<file path="config.mk">
export PLATFORM = sky130hd
export DESIGN_NAME = sav_prerot
export DESIGN_NICKNAME = d
export VERILOG_FILES = /design/src/rtl/sav_pkg.sv /design/src/rtl/sav_prerot.sv
export SDC_FILE = /design/constraint.sdc
export NUM_CORES = 1
export LEC_CHECK = 0
export BUFFER_PORTS_ARGS = -buffer_cell sky130_fd_sc_hd__buf_4
export CORE_MARGIN = 2
export CORE_UTILIZATION = 47
export CTS_CLUSTER_DIAMETER = 120
export DETAILED_ROUTE_END_ITERATION = 10
export PLACE_DENSITY = 0.8
export SYNTH_ARGS = -nofsm -noshare
export SYNTH_HDL_FRONTEND = slang
export SYNTH_SLANG_ARGS = --single-unit
</file>
<file path="constraint.sdc">
create_clock -name i_clk -period 3.5 [get_ports i_clk]
set_input_delay 0.7 -clock i_clk [delete_from_list [all_inputs] [get_ports i_clk]]
set_output_delay 0.7 -clock i_clk [all_outputs]
set_load 0.03 [all_outputs]
</file>
<file path="src/rtl/sav_pkg.sv">
package sav_pkg;

    localparam int DW        = 43;  // x/y datapath, 24 fraction bits
    localparam int ZW        = 30;  // angle accumulator, 2^-20 degree
    localparam int TABLE_LEN = 24;
    localparam int HW        = ZW + 1 - 13;  // rounded heading before saturation

    localparam logic signed [ZW-1:0] DEG90         = 30'sd94371840;
    localparam logic signed [ZW-1:0] ROUND_HALF    = 30'sd4096;
    localparam logic signed [HW-1:0] HALF_TURN_OUT = 18'sd23040;

    typedef struct packed {
        logic signed [15:0] vel_x;
        logic signed [15:0] vel_y;
    } t_vel_in;

    typedef struct packed {
        logic signed [15:0] heading;
        logic               is_still;
    } t_head_out;

    typedef struct packed {
        logic signed [DW-1:0] x;
        logic signed [DW-1:0] y;
        logic signed [ZW-1:0] z;
        logic                 still;
        logic                 zero;
    } t_cordic;

    // round(atan(2^-i) degrees * 2^20)
    function automatic logic signed [ZW-1:0] atan_of(input logic [4:0] idx);
        logic signed [ZW-1:0] v;
        unique case (idx)
            5'd0:    v = 30'sd47185920;
            5'd1:    v = 30'sd27855475;
            5'd2:    v = 30'sd14718068;
            5'd3:    v = 30'sd7471121;
            5'd4:    v = 30'sd3750058;
            5'd5:    v = 30'sd1876857;
            5'd6:    v = 30'sd938658;
            5'd7:    v = 30'sd469357;
            5'd8:    v = 30'sd234682;
            5'd9:    v = 30'sd117342;
            5'd10:   v = 30'sd58671;
            5'd11:   v = 30'sd29335;
            5'd12:   v = 30'sd14668;
            5'd13:   v = 30'sd7334;
            5'd14:   v = 30'sd3667;
            5'd15:   v = 30'sd1833;
            5'd16:   v = 30'sd917;
            5'd17:   v = 30'sd458;
            5'd18:   v = 30'sd229;
            5'd19:   v = 30'sd115;
            5'd20:   v = 30'sd57;
            5'd21:   v = 30'sd29;
            5'd22:   v = 30'sd14;
            5'd23:   v = 30'sd7;
            default: v = '0;
        endcase
        return v;
    endfunction

endpackage

</file>
<file path="src/rtl/sav_prerot.sv">
module sav_prerot (
    input  logic               i_clk,
    input  logic               i_rst_n,
    input  logic               i_vld,
    input  sav_pkg::t_vel_in   i_vel,
    input  logic [14:0]        i_deadband,
    output logic               o_vld,
    output sav_pkg::t_cordic   o_d
);

    logic                          r_vld;
    sav_pkg::t_cordic              r_d;
    sav_pkg::t_cordic              n_d;
    logic signed [16:0]            sx, sy;
    logic        [16:0]            ax, ay;
    logic signed [sav_pkg::DW-1:0] px, py;

    always_comb begin
        sx = {i_vel.vel_x[15], i_vel.vel_x};
        sy = {i_vel.vel_y[15], i_vel.vel_y};
        ax = sx[16] ? 17'(-sx) : 17'(sx);
        ay = sy[16] ? 17'(-sy) : 17'(sy);
        // scale by 2^24
        px = {{(sav_pkg::DW-40){i_vel.vel_x[15]}}, i_vel.vel_x, 24'd0};
        py = {{(sav_pkg::DW-40){i_vel.vel_y[15]}}, i_vel.vel_y, 24'd0};

        n_d.still = (ax < {2'b00, i_deadband}) && (ay < {2'b00, i_deadband});
        n_d.zero  = (i_vel.vel_x == '0) && (i_vel.vel_y == '0);

        // turn left half plane into right half plane
        if (px < 0) begin
            if (py >= 0) begin
                n_d.x = py;
                n_d.y = -px;
                n_d.z = sav_pkg::DEG90;
            end else begin
                n_d.x = -py;
                n_d.y = px;
                n_d.z = -sav_pkg::DEG90;
            end
        end else begin
            n_d.x = px;
            n_d.y = py;
            n_d.z = '0;
        end
    end

    always_ff @(posedge i_clk) begin
        if (!i_rst_n) begin
            r_vld <= 1'b0;
        end else begin
            r_vld <= i_vld;
        end
        r_d <= n_d;
    end

    assign o_vld = r_vld;
    assign o_d   = r_d;

endmodule

</file>
Word-level counts from Yosys, hierarchy flattened
Cells that the tools add are included.

operators by class
  add/sub/neg operators = 4
  magnitude comparators = 4
  multiplexer cells = 4
  bitwise operators = 1
  reduce and logical (&&, ||, !) cells = 6

operators by type and width
  kind                 number
  $mux 116             2
  $neg 40->43          2
  $ge 40x1->1 const B  1
  $lt 40x1->1 const B  1
  $lt 17x15->1         2
  $mux 17              2
  $neg 16->17          2
  $logic_not 16->1     2
  $logic_and 1x1->1    2
  $reduce_and 2->1     1
  $reduce_or 2->1      1
  $not 1->1            1

word-level totals
  register bits after elaboration = 119
  input port bits = 50
  word-level logic and storage cells = 27

Depth between registers and ports, before layout
  depth in word-level cells = 4
  mapped depth = 13

Worst setup path before layout
OpenSTA, ideal clock, no wires.

  kind = input-to-reg
  from = input i_vel[17] in the netlist's numbering
  to = register r_d (netlist bit o_d[1])
  arrival time = 3.208 ns
  required time = 3.441 ns
  slack = 0.232 ns
  stages on the path = 12
  path buffers = 0
  cell sequence = inv_1 ha_1 or3b_2 nor4_2 a21boi_0 xor2_1 ha_1 a211oi_1 nor2_1 nor4b_1 a221o_1 o311a_1

RTL lines
  what                    line              text
  start: declaration      sav_prerot.sv:5   input sav_pkg::t_vel_in i_vel,
  end signal: assignment  sav_prerot.sv:54  r_d <= n_d;
  end: declaration        sav_prerot.sv:12  sav_pkg::t_cordic r_d;

==> results by group <==
Power
  • Switch Pwr: approximately 0.00057 W
  • Cell-internal power: approximately 0.00097 W
  • Clock power frac: between 20% and 30%
  • Peak supply drop: 227 µV
  • Logic gate share of total power: between 30% and 40%
  • Pwr Density: 382 nW/µm²
  • Sw frac: 36.9%
  • Pleak: between 1.5 and 2 nW
  • Sequential power share: 36.5%

Clocking
  • # H-tree levels: 2
  • Post-CTS sizing: 0
  • Clock Sinks: 44
  • Clock tree from TritonCTS: yes
  • CTS Hold Buffers Added: 0
  • Clock Path Buffers: 2
  • Setup Fix Bufs, Post-CTS: 0
  • Inserted Clock Buffers: 5
  • Reg clk slew, reported paths: ~0.08 ns
  • Clk root buf: clkbuf_8

Timing
  • Final slew viol count: 0
  • Final Hold Viols: 0
  • Final setup vio count: 0
  • Hold Worst Slack: 0.604 ns
  • Period utilization: about nine tenths
  • Min Tclk post-route: between 3 and 4 ns
  • Slew @ Worst Pin: between 0.5 and 0.6 ns
  • TNS Setup: 0 ns
  • RSZ-0062 raised after global routing: false
  • Max frequency: roughly 0.32 GHz
  • Slew margin rel.: roughly 61%

Routing
  • Iter 0 DRT Violations: around 130
  • Vias: approximately 2,800
  • Final WL: ~8 mm
  • DRC Markers: 0
  • DRT antenna net count: 0
  • Avg WL per Cell: ~13 µm
  • Pre-Repair DR Iteration Count: 4
  • Vias per cell: between 4 and 5

Die
  • # rows: 30
  • Floorplan core area: approximately 6900 µm²
  • Die Y: roughly 89 µm
  • I/O pin cnt: roughly 170
  • Die Area: 7900 µm²
  • Starting Density: 49.3%
  • Die Wd: a little under 90 µm

Worst setup path
  • Startpoint types: input port
  • Worst Setup End Kind: register
  • CP Launch Point: i_vel[17]
  • WS Path Type: input port to register
  • WP data arrival: 3.41 ns
  • Crit-path max FO: 4
  • CP Data Required Time: about 3.7 ns

Placed design
  • RePlAce Congestion: 0.875
  • I/O Buffers: a little under 100
  • DP Wirelength: approximately 6.4 mm

Global routing
  • Initial antenna violation count: 0
  • Remaining global-route overflow: 0
  • GRT Total Usage: around 19%
  • Largest net degree at the start of global routing: 43
  • Vias in the first global route: 2,600
  • Global-route wire length before repair: approximately 12 mm

Finish
  • P&R area growth vs syn: 18.8%
  • Fill cells: about 630
  • Most common cell after layout, fill and taps aside: buf_4
  • Share of layout cells above drive strength 1: 26.1%
  • # nets final: approximately 580
  • # diodes: 0
  • Commonest non-fill, non-tap cells in the layout: buf_4 (102), conb_1 (72), dfxtp_1 (44)

Synthesis
  • Synth unique cells: between 40 and 50
  • Synth top area share: between 20 and 30%
  • Top post-synthesis cells by area: dfxtp_1 (26%), buf_4 (17%), ha_1 (12%)
  • Sequential element share of the synthesized area: between 20% and 30%
  • Gate Count Post-Synth: 405
  • Most common flop cell mapped by yosys: dfxtp_1
  • Seq cells post-synth: 44
  • Ys Warns: 0
  • Syn_area_per_cell: ~8.4 µm²
  • Post-Synthesis Cell Area: 3390 µm²
  • Post-synth top area cell: dfxtp_1
  • Ys async rst share: 0%
  • Number of synthesized flops with an enable pin: 0

Min path
  • Worst hold path class: input port to register
  • Hold Path Origin: i_vld

Run status
  • Status: finished clean

Run
  • Max Cap Viol: 0
registers in the layout, indices dropped and copies added (netlist names):
name	count
o_vld	1
o_d	43
layout make-up:
cell class	instances	area, µm²	share of cell area (%)
multi-input combinational	320	2070	51.5
sequential	44	881	21.9
timing repair buffer	102	766	19.0
tap	96	120	2.98
inverter	21	78.8	1.96
clock buffer	6	72.6	1.80
clock inverter	2	35.0	0.870
critical path, cell delays in order:
cell      delay, ns
buf_4          0.12
inv_1          0.08
ha_1           0.17
or3b_2         0.51
nor3_1         0.33
nand2b_1       0.18
xnor2_1        0.12
ha_1           0.26
and4_1         0.21
a21oi_1        0.12
nor4b_1        0.26
a221o_1        0.20
o311a_1        0.15
cells by family after synthesis:
kind of cell	count (synthesis)	share of synthesized area (%)
compound gates	56	10.0
fa+ha+maj	33	12.2
other cells	1	0.111
buf+inv	112	20.7
simple gates	106	16.1
xor+xnor	39	10.1
flops	44	26.0
mux	14	4.73
power groups by stage:
stage	combinational [W]	clock [W]	sequential, W
floorplan	0.000372	0	0.000663
global placement	0.000576	0	0.000571
detailed placement	0.000589	0	0.000572
CTS	0.000591	0.000399	0.000561
global route	0.000640	0.000417	0.000565
finish	0.000592	0.000384	0.000560
final timing paths:
kind / to / slack [ns] / cells after the start
min: o_vld / 0.60 / 2
max: o_d[1] / 0.34 / 13
per-layer routing:
| metal | track usage, % | up-vias | share of wire, % |
|---|---|---|---|
| met1 | 23.1 | 1305 | 40 |
| met4 | 6.61 | 0 | 2.6 |
| met5 | 0 | - | 0 |
| met3 | 4.89 | 18 | 8.5 |
| li1 | - | 1385 | - |
| met2 | 33.7 | 137 | 49 |
synthesized netlist by cell type, types with 2 or more instances:
| library cell | count |
|---|---|
| a21boi_0 | 2 |
| a21o_1 | 4 |
| a21oi_1 | 28 |
| and2_1 | 2 |
| buf_1 | 2 |
| buf_4 | 75 |
| clkbuf_1 | 14 |
| dfxtp_1 | 44 |
| ha_1 | 33 |
| inv_1 | 21 |
| mux2_2 | 12 |
| nand2_1 | 28 |
| nand2b_1 | 5 |
| nand3_1 | 10 |
| nand3b_1 | 2 |
| nand4_1 | 2 |
| nor2_1 | 27 |
| nor2b_1 | 7 |
| nor3_1 | 7 |
| nor4_1 | 3 |
| nor4_2 | 2 |
| o21ai_0 | 11 |
| o31ai_1 | 3 |
| o41ai_1 | 2 |
| or3_1 | 2 |
| or4_4 | 2 |
| xnor2_1 | 38 |
stage by stage:
step	cell area (µm²)	cells	setup WS (ns)	power, W	utilization (%)
floorplan	3650	476	0.232	0.00104	-
global placement	3920	583	0.150	0.00115	57.0
detailed placement	3920	583	0.0496	0.00116	57.0
CTS	4030	591	0.352	0.00155	58.6
global route	4030	591	0.107	0.00162	58.6
finish	4030	591	0.336	0.00154	58.6
(Power assumes the default switching activity.)
