File: config.mk
export PLATFORM = sky130hd
export DESIGN_NAME = sav_round
export DESIGN_NICKNAME = d
export VERILOG_FILES = /design/src/rtl/sav_pkg.sv /design/src/rtl/sav_round.sv
export SDC_FILE = /design/constraint.sdc
export NUM_CORES = 1
export LEC_CHECK = 0
export BUFFER_PORTS_ARGS = -buffer_cell sky130_fd_sc_hd__buf_2
export CAP_MARGIN = 30
export CORE_UTILIZATION = 36
export CTS_CLUSTER_SIZE = 28
export DETAILED_ROUTE_END_ITERATION = 12
export GPL_ROUTABILITY_DRIVEN = 0
export PLACE_DENSITY_LB_ADDON = 0.15
export SYNTH_ARGS = -nofsm -noshare
export SYNTH_HDL_FRONTEND = slang
export SYNTH_SLANG_ARGS = --single-unit
File: constraint.sdc
create_clock -name i_clk -period 3.6 [get_ports i_clk]
set_input_delay 0.36 -clock i_clk [delete_from_list [all_inputs] [get_ports i_clk]]
set_output_delay 0.36 -clock i_clk [all_outputs]
set_load 0.05 [all_outputs]
File: src/rtl/sav_pkg.sv
package sav_pkg;

    localparam int DW        = 43;  // x/y datapath, 24 fraction bits
    localparam int ZW        = 30;  // angle accumulator, 2^-20 degree
    localparam int TABLE_LEN = 24;
    localparam int HW        = ZW + 1 - 13;  // rounded heading before saturation

    localparam logic signed [ZW-1:0] DEG90         = 30'sd94371840;
    localparam logic signed [ZW-1:0] ROUND_HALF    = 30'sd4096;
    localparam logic signed [HW-1:0] HALF_TURN_OUT = 18'sd23040;

    typedef struct packed {
        logic signed [15:0] vel_x;
        logic signed [15:0] vel_y;
    } t_vel_in;

    typedef struct packed {
        logic signed [15:0] heading;
        logic               is_still;
    } t_head_out;

    typedef struct packed {
        logic signed [DW-1:0] x;
        logic signed [DW-1:0] y;
        logic signed [ZW-1:0] z;
        logic                 still;
        logic                 zero;
    } t_cordic;

    // round(atan(2^-i) degrees * 2^20)
    function automatic logic signed [ZW-1:0] atan_of(input logic [4:0] idx);
        logic signed [ZW-1:0] v;
        unique case (idx)
            5'd0:    v = 30'sd47185920;
            5'd1:    v = 30'sd27855475;
            5'd2:    v = 30'sd14718068;
            5'd3:    v = 30'sd7471121;
            5'd4:    v = 30'sd3750058;
            5'd5:    v = 30'sd1876857;
            5'd6:    v = 30'sd938658;
            5'd7:    v = 30'sd469357;
            5'd8:    v = 30'sd234682;
            5'd9:    v = 30'sd117342;
            5'd10:   v = 30'sd58671;
            5'd11:   v = 30'sd29335;
            5'd12:   v = 30'sd14668;
            5'd13:   v = 30'sd7334;
            5'd14:   v = 30'sd3667;
            5'd15:   v = 30'sd1833;
            5'd16:   v = 30'sd917;
            5'd17:   v = 30'sd458;
            5'd18:   v = 30'sd229;
            5'd19:   v = 30'sd115;
            5'd20:   v = 30'sd57;
            5'd21:   v = 30'sd29;
            5'd22:   v = 30'sd14;
            5'd23:   v = 30'sd7;
            default: v = '0;
        endcase
        return v;
    endfunction

endpackage

File: src/rtl/sav_round.sv
module sav_round (
    input  logic                i_clk,
    input  logic                i_rst_n,
    input  logic                i_vld,
    input  sav_pkg::t_cordic    i_d,
    output logic                o_vld,
    output sav_pkg::t_head_out  o_res
);

    logic                          r_vld;
    sav_pkg::t_head_out            r_res;
    sav_pkg::t_head_out            n_res;
    logic signed [sav_pkg::ZW:0]   zr;
    logic signed [sav_pkg::HW-1:0] h;

    always_comb begin
        // round half up to 1/128 degree
        zr = {i_d.z[sav_pkg::ZW-1], i_d.z} + {sav_pkg::ROUND_HALF[sav_pkg::ZW-1],
                                              sav_pkg::ROUND_HALF};
        h  = sav_pkg::HW'(zr >>> 13);
        // fold minus 180 onto plus 180, clip overshoot
        if (h <= -sav_pkg::HALF_TURN_OUT || h > sav_pkg::HALF_TURN_OUT) begin
            h = sav_pkg::HALF_TURN_OUT;
        end
        if (i_d.still) begin
            n_res.heading  = '0;
            n_res.is_still = 1'b1;
        end else if (i_d.zero) begin
            n_res.heading  = '0;
            n_res.is_still = 1'b0;
        end else begin
            n_res.heading  = h[15:0];
            n_res.is_still = 1'b0;
        end
    end

    always_ff @(posedge i_clk) begin
        if (!i_rst_n) begin
            r_vld <= 1'b0;
        end else begin
            r_vld <= i_vld;
        end
        r_res <= n_res;
    end

    assign o_vld = r_vld;
    assign o_res = r_res;

endmodule

# Word level (Yosys, flattened, before mapping)
# Cells that the tools add are included.
word_totals:
  regBits: 18
  inputBits: 121
  output_inout_bits: 18
classes:
  addsub: 1
  magnitude_cmp: 2
  muxes: 1
  reduce_logical: 3
ops:
  columns: ["op", "n"]
  rows:
  - ["$add A30 B14 Y31 const B", 1]
  - ["$gt A18 B16 Y1 const B", 1]
  - ["$le A18 B16 Y1 const B", 1]
  - ["$mux W16", 1]
  - ["$reduce_or A3 Y1", 1]
  - ["$reduce_or A2 Y1", 1]
  - ["$logic_or A1 B1 Y1", 1]

# Logic depth before layout (Yosys ltp)
logic_depth:
  ltp_word: 4
  depth_mapped: 11
  ltp_nobuf: 8

# Worst setup path after synthesis
# No wires, ideal clock.
synth_timing:
  path_kind: "input -> register"
  startpoint: "input i_d[14] (netlist bit)"
  endpoint: "register r_res, in the netlist o_res[14]"
  setup_time_ns: 0.073
  t_arrival_ns: 2.216
  slack_ns: 1.311
  path_stages: 11
  path_buffers: 3
  cell_sequence: "ha_1 buf_2 and4_1 buf_4 mux2i_1 a31o_2 o41ai_1 o2bb2ai_1 o21ai_2 buf_6 nor3b_2"
synth_via:
  elab_chain_len: 4
synth_lines:
  columns: ["item", "line", "rtl"]
  rows:
  - ["start, declared", "sav_round.sv:5", "input sav_pkg::t_cordic i_d,"]
  - ["$add A30 B14 Y31 (*)", "sav_round.sv:18", "zr = {i_d.z[sav_pkg::ZW-1], i_d.z} + {sav_pkg::ROUND_HALF[sav_pkg::ZW-1],"]
  - ["$le A18 B16 Y1 / $gt A18 B16 Y1 (equally long branches)", "sav_round.sv:22", "if (h <= -sav_pkg::HALF_TURN_OUT || h > sav_pkg::HALF_TURN_OUT) begin"]
  - ["$logic_or A1 B1 Y1", "sav_round.sv:22", null]
  - ["$reduce_or A3 Y1 (no line)", null, null]
  - ["end signal, assigned", "sav_round.sv:43", "r_res <= n_res;"]
  - ["end, declared", "sav_round.sv:11", "sav_pkg::t_head_out r_res;"]
# Every way passes the cells marked *; elsewhere a longest branch is shown, timed or not.
# A chain may end at the register's enable or synchronous reset.

# Worst setup path in the final report
layout_timing:
  startpoint: "input i_d[14] (netlist bit)"
  endpoint: "register r_res, in the netlist o_res[2]"
# The elaborated chain is that of the path after synthesis.

==> metrics.md <==
| Metric | Value |
|---|---|
| Min Clock Period, post-route | `2.485 ns` |
| Max Fclk | `0.4023 GHz` |
| Number of flops mapped to enable cells by yosys | `0` |
| RSZ-0062 raised after global routing | `false` |
| Post-synth top area share | `29.63%` |
| Util after Layout | `46.08%` |
| Postcts setup bufs | `0` |
| Slew HR | `between 60% and 70%` |
| Max Cap Viol | `0` |
| First-pass GRT wire length | `4974 um` |
| Crit path DAT | `2.65 ns` |
| Peak VDD IR | `between 0.1 and 0.15 mV` |
| H-tree Lvls | `1` |
| CP Class | `input pin to flop` |
| GRT overflow | `0` |
| Largest stage delay, worst path | `0.40 ns` |
| Post-CTS Hold Fix Bufs | `0` |
| Max FO, Critical Path | `11` |
| Reg clk slew, reported paths | `0.10 ns` |
| Cells along the critical path | `buf_2 > ha_1 > nand4_2 > nor3_4 > nor3_1 > o311a_1 > o31a_1 > o21ai_2 > nor2_1` |
| # port buffers | `40` |
| Most frequent cell after synthesis | `dfxtp_1` |
| Synthesis-stage register bit count | `18` |
| Pins Over Slew Limit | `0` |
| Vias in the first global route | `approximately 1100` |
| Status | `completed` |
| Synth area leaders | `dfxtp_1 (30%), xnor2_1 (6.5%), nor2_1 (4.6%)` |
| Cts repair resizes | `0` |
| Total Wirelength | `between 3000 and 4000 um` |
| Clk sinks | `18` |
| CTS root buf | `clkbuf_4` |
| GRT Util Overall | `a little under a fifth` |
| Slowest cell on crit path | `o21ai_2` |
| Diodes inserted | `0` |
| Distinct cells, synth | `50` |
| DR pass1 iterations | `4` |
| Number of buffers created by CTS | `3` |
| Share of cells above drive strength 1 | `32.02%` |
| Post-synthesis sequential area ratio | `29.63%` |
| Main synth FF type | `dfxtp_1` |
| Worst slew pin tran | `between 0.4 and 0.5 ns` |
| Final Hold Fails | `0` |
| Setup TNS | `0 ns` |
| Synth warn | `0` |
| Leak | `0.6030 nW` |
| Area of the mapped netlist | `1216 um^2` |
| Endpoints failing setup | `0` |
| Total die area | `3614 um^2` |
| Hold Path Class | `input pin to flop` |
| Starting Density | `38.88%` |
| Worst Path Required | `3.76 ns` |
| ANT nets after route | `0` |
| Async S/R FF share, synth | `0%` |
| Vias per std cell | `5.221` |
| Worst setup EP type | `flop` |
| Area leader, netlist | `dfxtp_1` |
| Initial DRC count | `27` |
| Initial antenna violation count | `0` |
| Syn nets | `268` |
| Clock Path Buffers | `2` |
| DR DRC count | `0` |
| PwrDens | `309.6 nW/um^2` |
| IO Pins | `139` |
| CORE AREA | `3128 um^2` |
| Post-DP Area | `1405 um^2` |
| Area growth, synth to finish | `18.52%` |
| Horiz. Die Dim | `60.12 um` |
| Largest net degree at the start of global routing | `14` |
| Die Ht | `between 60 and 70 um` |
| Most frequent cells after synthesis | `dfxtp_1 (18), nor2_1 (15), nand2_1 (10), xnor2_1 (9), nand3_1 (8)` |
| Period Utilization, post-route | `around 69%` |
| Power Total | `0.0004462 W` |
| Min Hold Slack | `between 0.15 and 0.2 ns` |
| Fill cells | `333` |
| Detail Placement HPWL | `between 2000 and 3000 um` |
| Via count | `~1200` |
| TritonCTS clock tree | `built` |
| Num rows | `20` |
| Avg Cell Area, Syn | `8.330 um^2` |
| Wire length per cell | `approximately 14 um` |
| Worst setup SP type | `input pin` |
| Post-Syn Instances | `roughly 150` |
| # nets final | `approximately 300` |
| Design Area, Final | `between 1000 and 1500 um^2` |
-- stage by stage --
stage               worst slack (ns)  std cells
floorplan                      1.311        146
global placement              0.8209        218
detailed placement            0.8279        218
CTS                            1.126        222
global route                  0.8999        222
finish                         1.115        222
-- cell type report --
class	count	area [um^2]	area share (%)
sequential	18	360.3	25.00
multi-input combinational	114	782.0	54.25
timing repair buffer	40	200.2	13.89
inverter	2	7.507	0.5208
tap	44	55.05	3.819
clock buffer	4	36.28	2.517
-- flip-flops by register name, indices dropped and copies added, names as in the netlist --
name   flops
o_vld      1
o_res     17
-- path summary, 6_finish.rpt --
| kind | from | cells past startpoint | to | slack, ns |
|---|---|---|---|---|
| hold / removal | i_d[1] | 1 | o_res[0] | 0.18 |
| setup / recovery | i_d[14] | 9 | o_res[2] | 1.11 |
-- routing by layer --
| metal | vias to the layer above | track usage (%) | wire length [um] |
|---|---|---|---|
| li1 | 599 | - | - |
| met1 | 530 | 23.70 | 1334 |
| met2 | 26 | 30.46 | 1563 |
| met3 | 4 | 3.463 | 118 |
| met4 | 0 | 8.970 | 55 |
| met5 | - | 0 | 0 |
-- logic make-up after synthesis --
| logic type | Yosys count | synth area share [%] |
|---|---|---|
| simple gates | 72 | 36.83 |
| compound gates | 25 | 14.61 |
| flops | 18 | 29.63 |
| xor+xnor | 14 | 10.08 |
| buf+inv | 14 | 6.069 |
| mux | 2 | 1.749 |
| fa+ha+maj | 1 | 1.029 |
-- power by group --
group | leakage [nW] | internal, W | total (W) | switching, W
Combinational | 0.435 | 0.0000371 | 0.000116 | 0.0000787
Sequential | 0.147 | 0.000207 | 0.000209 | 0.00000181
Clock | 0.0210 | 0.0000615 | 0.000121 | 0.0000600
-- placed cells by master, fill, tap and decap left out, types with 3 or more instances in the layout --
cell type / n
a21oi_1: 4
and4_1: 3
buf_2: 40
clkbuf_4: 3
dfxtp_1: 18
nand2_1: 10
nand3_1: 8
nand4_1: 4
nor2_1: 15
nor3b_1: 3
nor4_1: 7
o21ai_0: 6
xnor2_1: 9
xor2_1: 5
-- worst max-delay path: cells and delay by family --
family / cells / cell delay, ns
compound gates: 3 / 1.05
simple gates: 4 / 0.79
fa+ha+maj: 1 / 0.32
buf+inv: 1 / 0.12
Power figures use the tool's default switching activity.
