### src/rtl/sav_pkg.sv
package sav_pkg;

    localparam int DW        = 43;  // x/y datapath, 24 fraction bits
    localparam int ZW        = 30;  // angle accumulator, 2^-20 degree
    localparam int TABLE_LEN = 24;
    localparam int HW        = ZW + 1 - 13;  // rounded heading before saturation

    localparam logic signed [ZW-1:0] DEG90         = 30'sd94371840;
    localparam logic signed [ZW-1:0] ROUND_HALF    = 30'sd4096;
    localparam logic signed [HW-1:0] HALF_TURN_OUT = 18'sd23040;

    typedef struct packed {
        logic signed [15:0] vel_x;
        logic signed [15:0] vel_y;
    } t_vel_in;

    typedef struct packed {
        logic signed [15:0] heading;
        logic               is_still;
    } t_head_out;

    typedef struct packed {
        logic signed [DW-1:0] x;
        logic signed [DW-1:0] y;
        logic signed [ZW-1:0] z;
        logic                 still;
        logic                 zero;
    } t_cordic;

    // round(atan(2^-i) degrees * 2^20)
    function automatic logic signed [ZW-1:0] atan_of(input logic [4:0] idx);
        logic signed [ZW-1:0] v;
        unique case (idx)
            5'd0:    v = 30'sd47185920;
            5'd1:    v = 30'sd27855475;
            5'd2:    v = 30'sd14718068;
            5'd3:    v = 30'sd7471121;
            5'd4:    v = 30'sd3750058;
            5'd5:    v = 30'sd1876857;
            5'd6:    v = 30'sd938658;
            5'd7:    v = 30'sd469357;
            5'd8:    v = 30'sd234682;
            5'd9:    v = 30'sd117342;
            5'd10:   v = 30'sd58671;
            5'd11:   v = 30'sd29335;
            5'd12:   v = 30'sd14668;
            5'd13:   v = 30'sd7334;
            5'd14:   v = 30'sd3667;
            5'd15:   v = 30'sd1833;
            5'd16:   v = 30'sd917;
            5'd17:   v = 30'sd458;
            5'd18:   v = 30'sd229;
            5'd19:   v = 30'sd115;
            5'd20:   v = 30'sd57;
            5'd21:   v = 30'sd29;
            5'd22:   v = 30'sd14;
            5'd23:   v = 30'sd7;
            default: v = '0;
        endcase
        return v;
    endfunction

endpackage

### src/rtl/sav_stage.sv
module sav_stage #(
    parameter int IDX = 0
) (
    input  logic             i_clk,
    input  logic             i_rst_n,
    input  logic             i_vld,
    input  sav_pkg::t_cordic i_d,
    output logic             o_vld,
    output sav_pkg::t_cordic o_d
);

    logic                          r_vld;
    sav_pkg::t_cordic              r_d;
    sav_pkg::t_cordic              n_d;
    logic signed [sav_pkg::DW-1:0] dx, dy;
    logic signed [sav_pkg::ZW-1:0] da;
    logic                          y_pos;

    always_comb begin
        dx    = i_d.y >>> IDX;
        dy    = i_d.x >>> IDX;
        da    = sav_pkg::atan_of(5'(IDX));
        y_pos = !i_d.y[sav_pkg::DW-1] && (i_d.y != '0);
        n_d   = i_d;
        if (y_pos) begin
            n_d.x = i_d.x + dx;
            n_d.y = i_d.y - dy;
            n_d.z = i_d.z + da;
        end else begin
            n_d.x = i_d.x - dx;
            n_d.y = i_d.y + dy;
            n_d.z = i_d.z - da;
        end
    end

    always_ff @(posedge i_clk) begin
        if (!i_rst_n) begin
            r_vld <= 1'b0;
        end else begin
            r_vld <= i_vld;
        end
        r_d <= n_d;
    end

    assign o_vld = r_vld;
    assign o_d   = r_d;

endmodule

### config.mk
export PLATFORM = sky130hd
export DESIGN_NAME = sav_stage
export DESIGN_NICKNAME = d
export VERILOG_FILES = /design/src/rtl/sav_pkg.sv /design/src/rtl/sav_stage.sv
export SDC_FILE = /design/constraint.sdc
export NUM_CORES = 1
export LEC_CHECK = 0
export ABC_AREA = 1
export BUFFER_PORTS_ARGS = -buffer_cell sky130_fd_sc_hd__buf_2
export CORE_ASPECT_RATIO = 0.7
export CORE_MARGIN = 3
export CORE_UTILIZATION = 45
export DETAILED_ROUTE_END_ITERATION = 10
export GPL_ROUTABILITY_DRIVEN = 0
export GPL_TIMING_DRIVEN = 0
export PLACE_DENSITY = 0.69
export SYNTH_ARGS = -nofsm -noshare
export SYNTH_HDL_FRONTEND = slang
export SYNTH_SLANG_ARGS = --single-unit
### constraint.sdc
create_clock -name i_clk -period 2.74 [get_ports i_clk]
set_clock_uncertainty 0.1 [all_clocks]
set_input_delay 0.411 -clock i_clk [delete_from_list [all_inputs] [get_ports i_clk]]
set_output_delay 0.411 -clock i_clk [all_outputs]
set_load 0.01 [all_outputs]
Yosys cells after proc, flatten, opt, wreduce, memory -nomap -nowiden:

Cells that the tools add are included.

* bits of input ports: 121
* register bits: 119
* output and inout port bits: 119

* add/sub/neg operators: 5
* reduce and logical (&&, ||, !) cells: 3
* multiplexer cells: 1

Operators with widths (count)
* 2-to-1 mux 116 bit: 1
* subtractor 43 bit: 2
* adder 43 bit: 1
* nonzero test 43 bit: 1
* adder 30 x 27 -> 30 bit (second input constant): 1
* subtractor 30 x 27 -> 30 bit (second input constant): 1
* logical AND 1 bit: 1
* logical NOT 1 bit: 1

Logic depth before layout (Yosys ltp):

* word-level depth: 3
* gate-level depth with buffers: 18

Least setup slack after synthesis:

No wires, ideal clock.

* path kind: input to register
* start: in i_d[33] in the netlist's numbering
* end: reg r_d, in the netlist o_d[29]
* arrival: 2.440 ns
* path slack: 0.128 ns
* setup time: 0.072 ns
* required time: 2.568 ns
* stages: 15
* cell sequence: inv_1 nand4_1 nor3_1 nand4_1 nand2_2 inv_2 buf_2 buf_2 ha_1 a21oi_1 o21ai_0 a21oi_1 nor2_1 nor2_1 xnor2_1

RTL lines
* from (decl): RTL line sav_stage.sv:7 `input sav_pkg::t_cordic i_d,`
* to (signal assigned): RTL line sav_stage.sv:42 `r_d <= n_d;`
* to (decl): RTL line sav_stage.sv:13 `sav_pkg::t_cordic r_d;`

==> metrics.txt <==
# TYPE chip_impl_metric gauge
chip_impl_metric{name="clock_power_share",unit=""} 0.309
chip_impl_metric{name="synth.ff_latch_count",unit=""} 118
chip_impl_metric{name="achievable-frequency",unit="MHz"} 385.2
chip_impl_metric{name="synth_fp_nets",unit=""} 2557
chip_impl_metric{name="cts-root-to-sink-buffers",unit=""} 2
chip_impl_metric{name="min_period_over_period",unit=""} 0.9475
chip_impl_metric{name="worstPathMaxFanout",unit=""} 12
chip_impl_info{name="worst_setup_sp_type",value="primary input"} 1
chip_impl_metric{name="antenna_cells_inserted",unit=""} 0
chip_impl_metric{name="power_share_of_the_sequential_group",unit=""} 0.266
chip_impl_info{name="most_frequently_used_flop_master_after_synthesis",value="dfxtp_1"} 1
chip_impl_metric{name="post_synth_xor_area_fraction",unit=""} 0.02960
chip_impl_metric{name="p_sw",unit="W"} 0.003191
chip_impl_info{name="status",value="finished, final reports clean"} 1
chip_impl_metric{name="power_density",unit="nW/µm²"} 485.7
chip_impl_metric{name="io_pins",unit=""} 240
chip_impl_metric{name="finish.cell_count_without_fillers",unit=""} 2971
chip_impl_metric{name="slew-limit-headroom",unit=""} 0.4185
chip_impl_info{name="tritoncts",value="done"} 1
chip_impl_info{name="worstHoldPathType",value="in -> reg"} 1
chip_impl_metric{name="drt-pass1-iter-count",unit=""} 6
chip_impl_metric{name="detail_route.iter0.violations",unit=""} 2156
chip_impl_metric{name="cap_viol_max_count",unit=""} 0
chip_impl_metric{name="synth.area.mux_share",unit=""} 0
chip_impl_metric{name="simple_gate_portion_of_the_synthesized_area",unit=""} 0.4058
chip_impl_metric{name="cts_htree_levels",unit=""} 4
chip_impl_metric{name="initial_utilization",unit=""} 0.4589
chip_impl_metric{name="placedInstanceArea",unit="µm²"} 14980
chip_impl_info{name="synth_top_cells_by_area",value="nand2_1 (21%), dfxtp_1 (18%), ha_1 (13%)"} 1
chip_impl_metric{name="gr-usage-all-layers",unit=""} 0.3407
chip_impl_metric{name="grt-ovfl-total",unit=""} 0
chip_impl_metric{name="setup_violations",unit=""} 0
chip_impl_metric{name="drt.antenna.violating_nets",unit=""} 0
chip_impl_metric{name="synth-compound-area-share",unit=""} 0.1222
chip_impl_metric{name="grt_pass1_wl",unit="mm"} 81.74
chip_impl_metric{name="power",unit="W"} 0.007744
chip_impl_metric{name="post-place-cells",unit=""} 2915
chip_impl_metric{name="clk_transition_reported_paths",unit="ns"} 0.06
chip_impl_metric{name="synth_edf_count",unit=""} 0
chip_impl_info{name="most_frequent_cell_after_synthesis",value="nand2_1"} 1
chip_impl_metric{name="required",unit="ns"} 2.99
chip_impl_metric{name="first_global_vias",unit=""} 14850
chip_impl_metric{name="clock-sinks",unit=""} 118
chip_impl_metric{name="num-nets-final",unit=""} 2839
chip_impl_metric{name="syn_to_final_growth",unit="%"} 19.74
chip_impl_metric{name="yosys.area_share.adder",unit=""} 0.1319
chip_impl_metric{name="post-route-cell-area",unit="µm²"} 15940
chip_impl_metric{name="synthesis.instances",unit=""} 2298
chip_impl_metric{name="ys_warn_count",unit=""} 0
chip_impl_metric{name="floorplan.die_area",unit="µm²"} 31720
chip_impl_metric{name="die_w",unit="µm"} 211.6
chip_impl_metric{name="power_report.internal_total",unit="W"} 0.004552
chip_impl_metric{name="drive_above_1_share",unit=""} 0.1647
chip_impl_metric{name="drv_slew",unit=""} 0
chip_impl_metric{name="finalCriticalPeriod",unit="ns"} 2.596
chip_impl_metric{name="cp.arrival",unit="ns"} 2.84
chip_impl_metric{name="power_switching_share",unit=""} 0.4121
chip_impl_metric{name="regArea",unit="µm²"} 2362
chip_impl_metric{name="rows",unit=""} 52
chip_impl_metric{name="multi_input_comb_area",unit="µm²"} 9244
chip_impl_metric{name="grt_max_degree",unit=""} 25
chip_impl_metric{name="cts_inserted_buffers",unit=""} 17
chip_impl_metric{name="drc",unit=""} 0
chip_impl_info{name="synth.largest_area_cell",value="nand2_1"} 1
chip_impl_metric{name="route.vias.total",unit=""} 16340
chip_impl_metric{name="routed_wl",unit="mm"} 55.87
chip_impl_metric{name="dp.final_hpwl",unit="mm"} 46.51
chip_impl_metric{name="synth-async-reset-ratio",unit=""} 0
chip_impl_metric{name="worstHoldPathCells",unit=""} 3
chip_impl_info{name="worstSetupEndpointType",value="flop"} 1
chip_impl_metric{name="syn-cell-area",unit="µm²"} 13320
chip_impl_info{name="crit_type",value="in -> reg"} 1
chip_impl_metric{name="timing_worst_slew_pin_value",unit="ns"} 0.8723
chip_impl_metric{name="ir_worst_vdd",unit="mV"} 0.3991
chip_impl_info{name="cts-root-buf",value="clkbuf_16"} 1
chip_impl_metric{name="antenna_violations_before_repair",unit=""} 1
chip_impl_metric{name="routed_via_density",unit=""} 5.498
chip_impl_metric{name="port_buf_inserts",unit=""} 239
chip_impl_metric{name="synth_cell_type_count",unit=""} 42
chip_impl_metric{name="num-fill-cells",unit=""} 2995
chip_impl_metric{name="synth_area_per_cell",unit="µm²"} 5.794
chip_impl_metric{name="hold_viol",unit=""} 0
chip_impl_info{name="synth_top_family_by_area",value="simple AND/OR/NAND/NOR gates"} 1
chip_impl_metric{name="yosys.area.top_type_share",unit=""} 0.2069
chip_impl_metric{name="final_core_utilization",unit=""} 0.5495
chip_impl_info{name="synth_common_cells",value="nand2_1 (734), inv_1 (354), nor2_1 (217)"} 1
chip_impl_metric{name="core_area",unit="µm²"} 29020
chip_impl_metric{name="seq_area_frac_synth",unit=""} 0.1774
chip_impl_metric{name="wire_per_inst",unit="µm"} 18.81
chip_impl_metric{name="power.share.combinational",unit=""} 0.424
chip_impl_metric{name="power.leakage",unit="nW"} 8.916
chip_impl_metric{name="height_of_the_chip",unit="µm"} 149.9
## cell type report
cell class	instances	share of cell area
Inverter	365	0.08648
Multi-Input combinational cell	1756	0.5798
Clock inverter	13	0.01075
Clock buffer	19	0.02841
Timing Repair Buffer	265	0.09072
Buffer	57	0.02605
Tap cell	378	0.02966
Sequential cell	118	0.1482
## state kept, by name, indices dropped and copies added, names as in the netlist
register	flops
o_d	117
o_vld	1
## kinds of logic after synthesis
kind of cell               after synthesis
xor gates and xnor gates                45
and+or+nand+nor                       1273
DFF                                    118
buffers and inverters                  424
AOI/OAI and AO/OA                      300
adders and majority gates              138
## power by group through the flow
stage          sequential [W]  combinational, W  clock [W]
6_report              0.00206           0.00329    0.00240
5_1_grt               0.00209           0.00355    0.00251
4_1_cts               0.00206           0.00315    0.00244
3_5_place_dp          0.00209           0.00310          0
3_3_place_gp          0.00209           0.00305          0
2_1_floorplan         0.00225           0.00181          0
## routing by layer
layer / global-route usage / share of wire / routed length [µm]
met1: 0.4696 / 0.42 / 23410
met2: 0.4877 / 0.40 / 22110
met3: 0.1088 / 0.15 / 8116
met4: 0.1415 / 0.040 / 2232
met5: 0 / 0 / 0
## cell usage in the layout (no fill, tap or decap), types with 30 or more instances in the layout
cell     count
nand2_1    734
inv_1      350
buf_2      258
nor2_1     217
nand3_1    196
a21oi_1    140
ha_1       132
dfxtp_1    118
o21ai_0     88
xor2_1      42
nand4_1     33
nor2_2      30
## repair_timing
item                                   CTS  global route
pin swaps                                2             4
gates cloned                             0             0
buffers inserted                         4             0
gates resized for setup                 10            13
hold buffers                            22             0
setup endpoints to repair                8             9
endpoints found under the hold margin   22             0
## stage by stage
stage | setup slack [ns] | setup TNS [ns] | hold WS [ns]
after global routing | -0.003415 | -0.003415 | 0.02229
after floorplan | 0.1278 | 0 | 0.3387
after detailed placement | -1.217 | -19.75 | 0.4148
final | 0.1439 | 0 | 0.03103
after global placement | -1.169 | -14.68 | 0.4133
after CTS | 0.02831 | 0 | 0.01436
## worst paths after layout
check / start / to
setup / recovery: i_d[33] / o_d[31]
hold / removal: i_vld / o_vld
## worst max-delay path: stages
cell and delay [ns]:
buf_2 0.16, clkinvlp_4 0.15, nand4_1 0.12, nor3_2 0.25
nand4_1 0.12, buf_4 0.18, nand2_4 0.13, inv_6 0.10
buf_8 0.18, ha_4 0.30, nand2_1 0.08, nor3_2 0.24
nand3_1 0.10, nand4_1 0.13, nand3b_1 0.12, nand2_1 0.05
(Power assumes the default switching activity.)
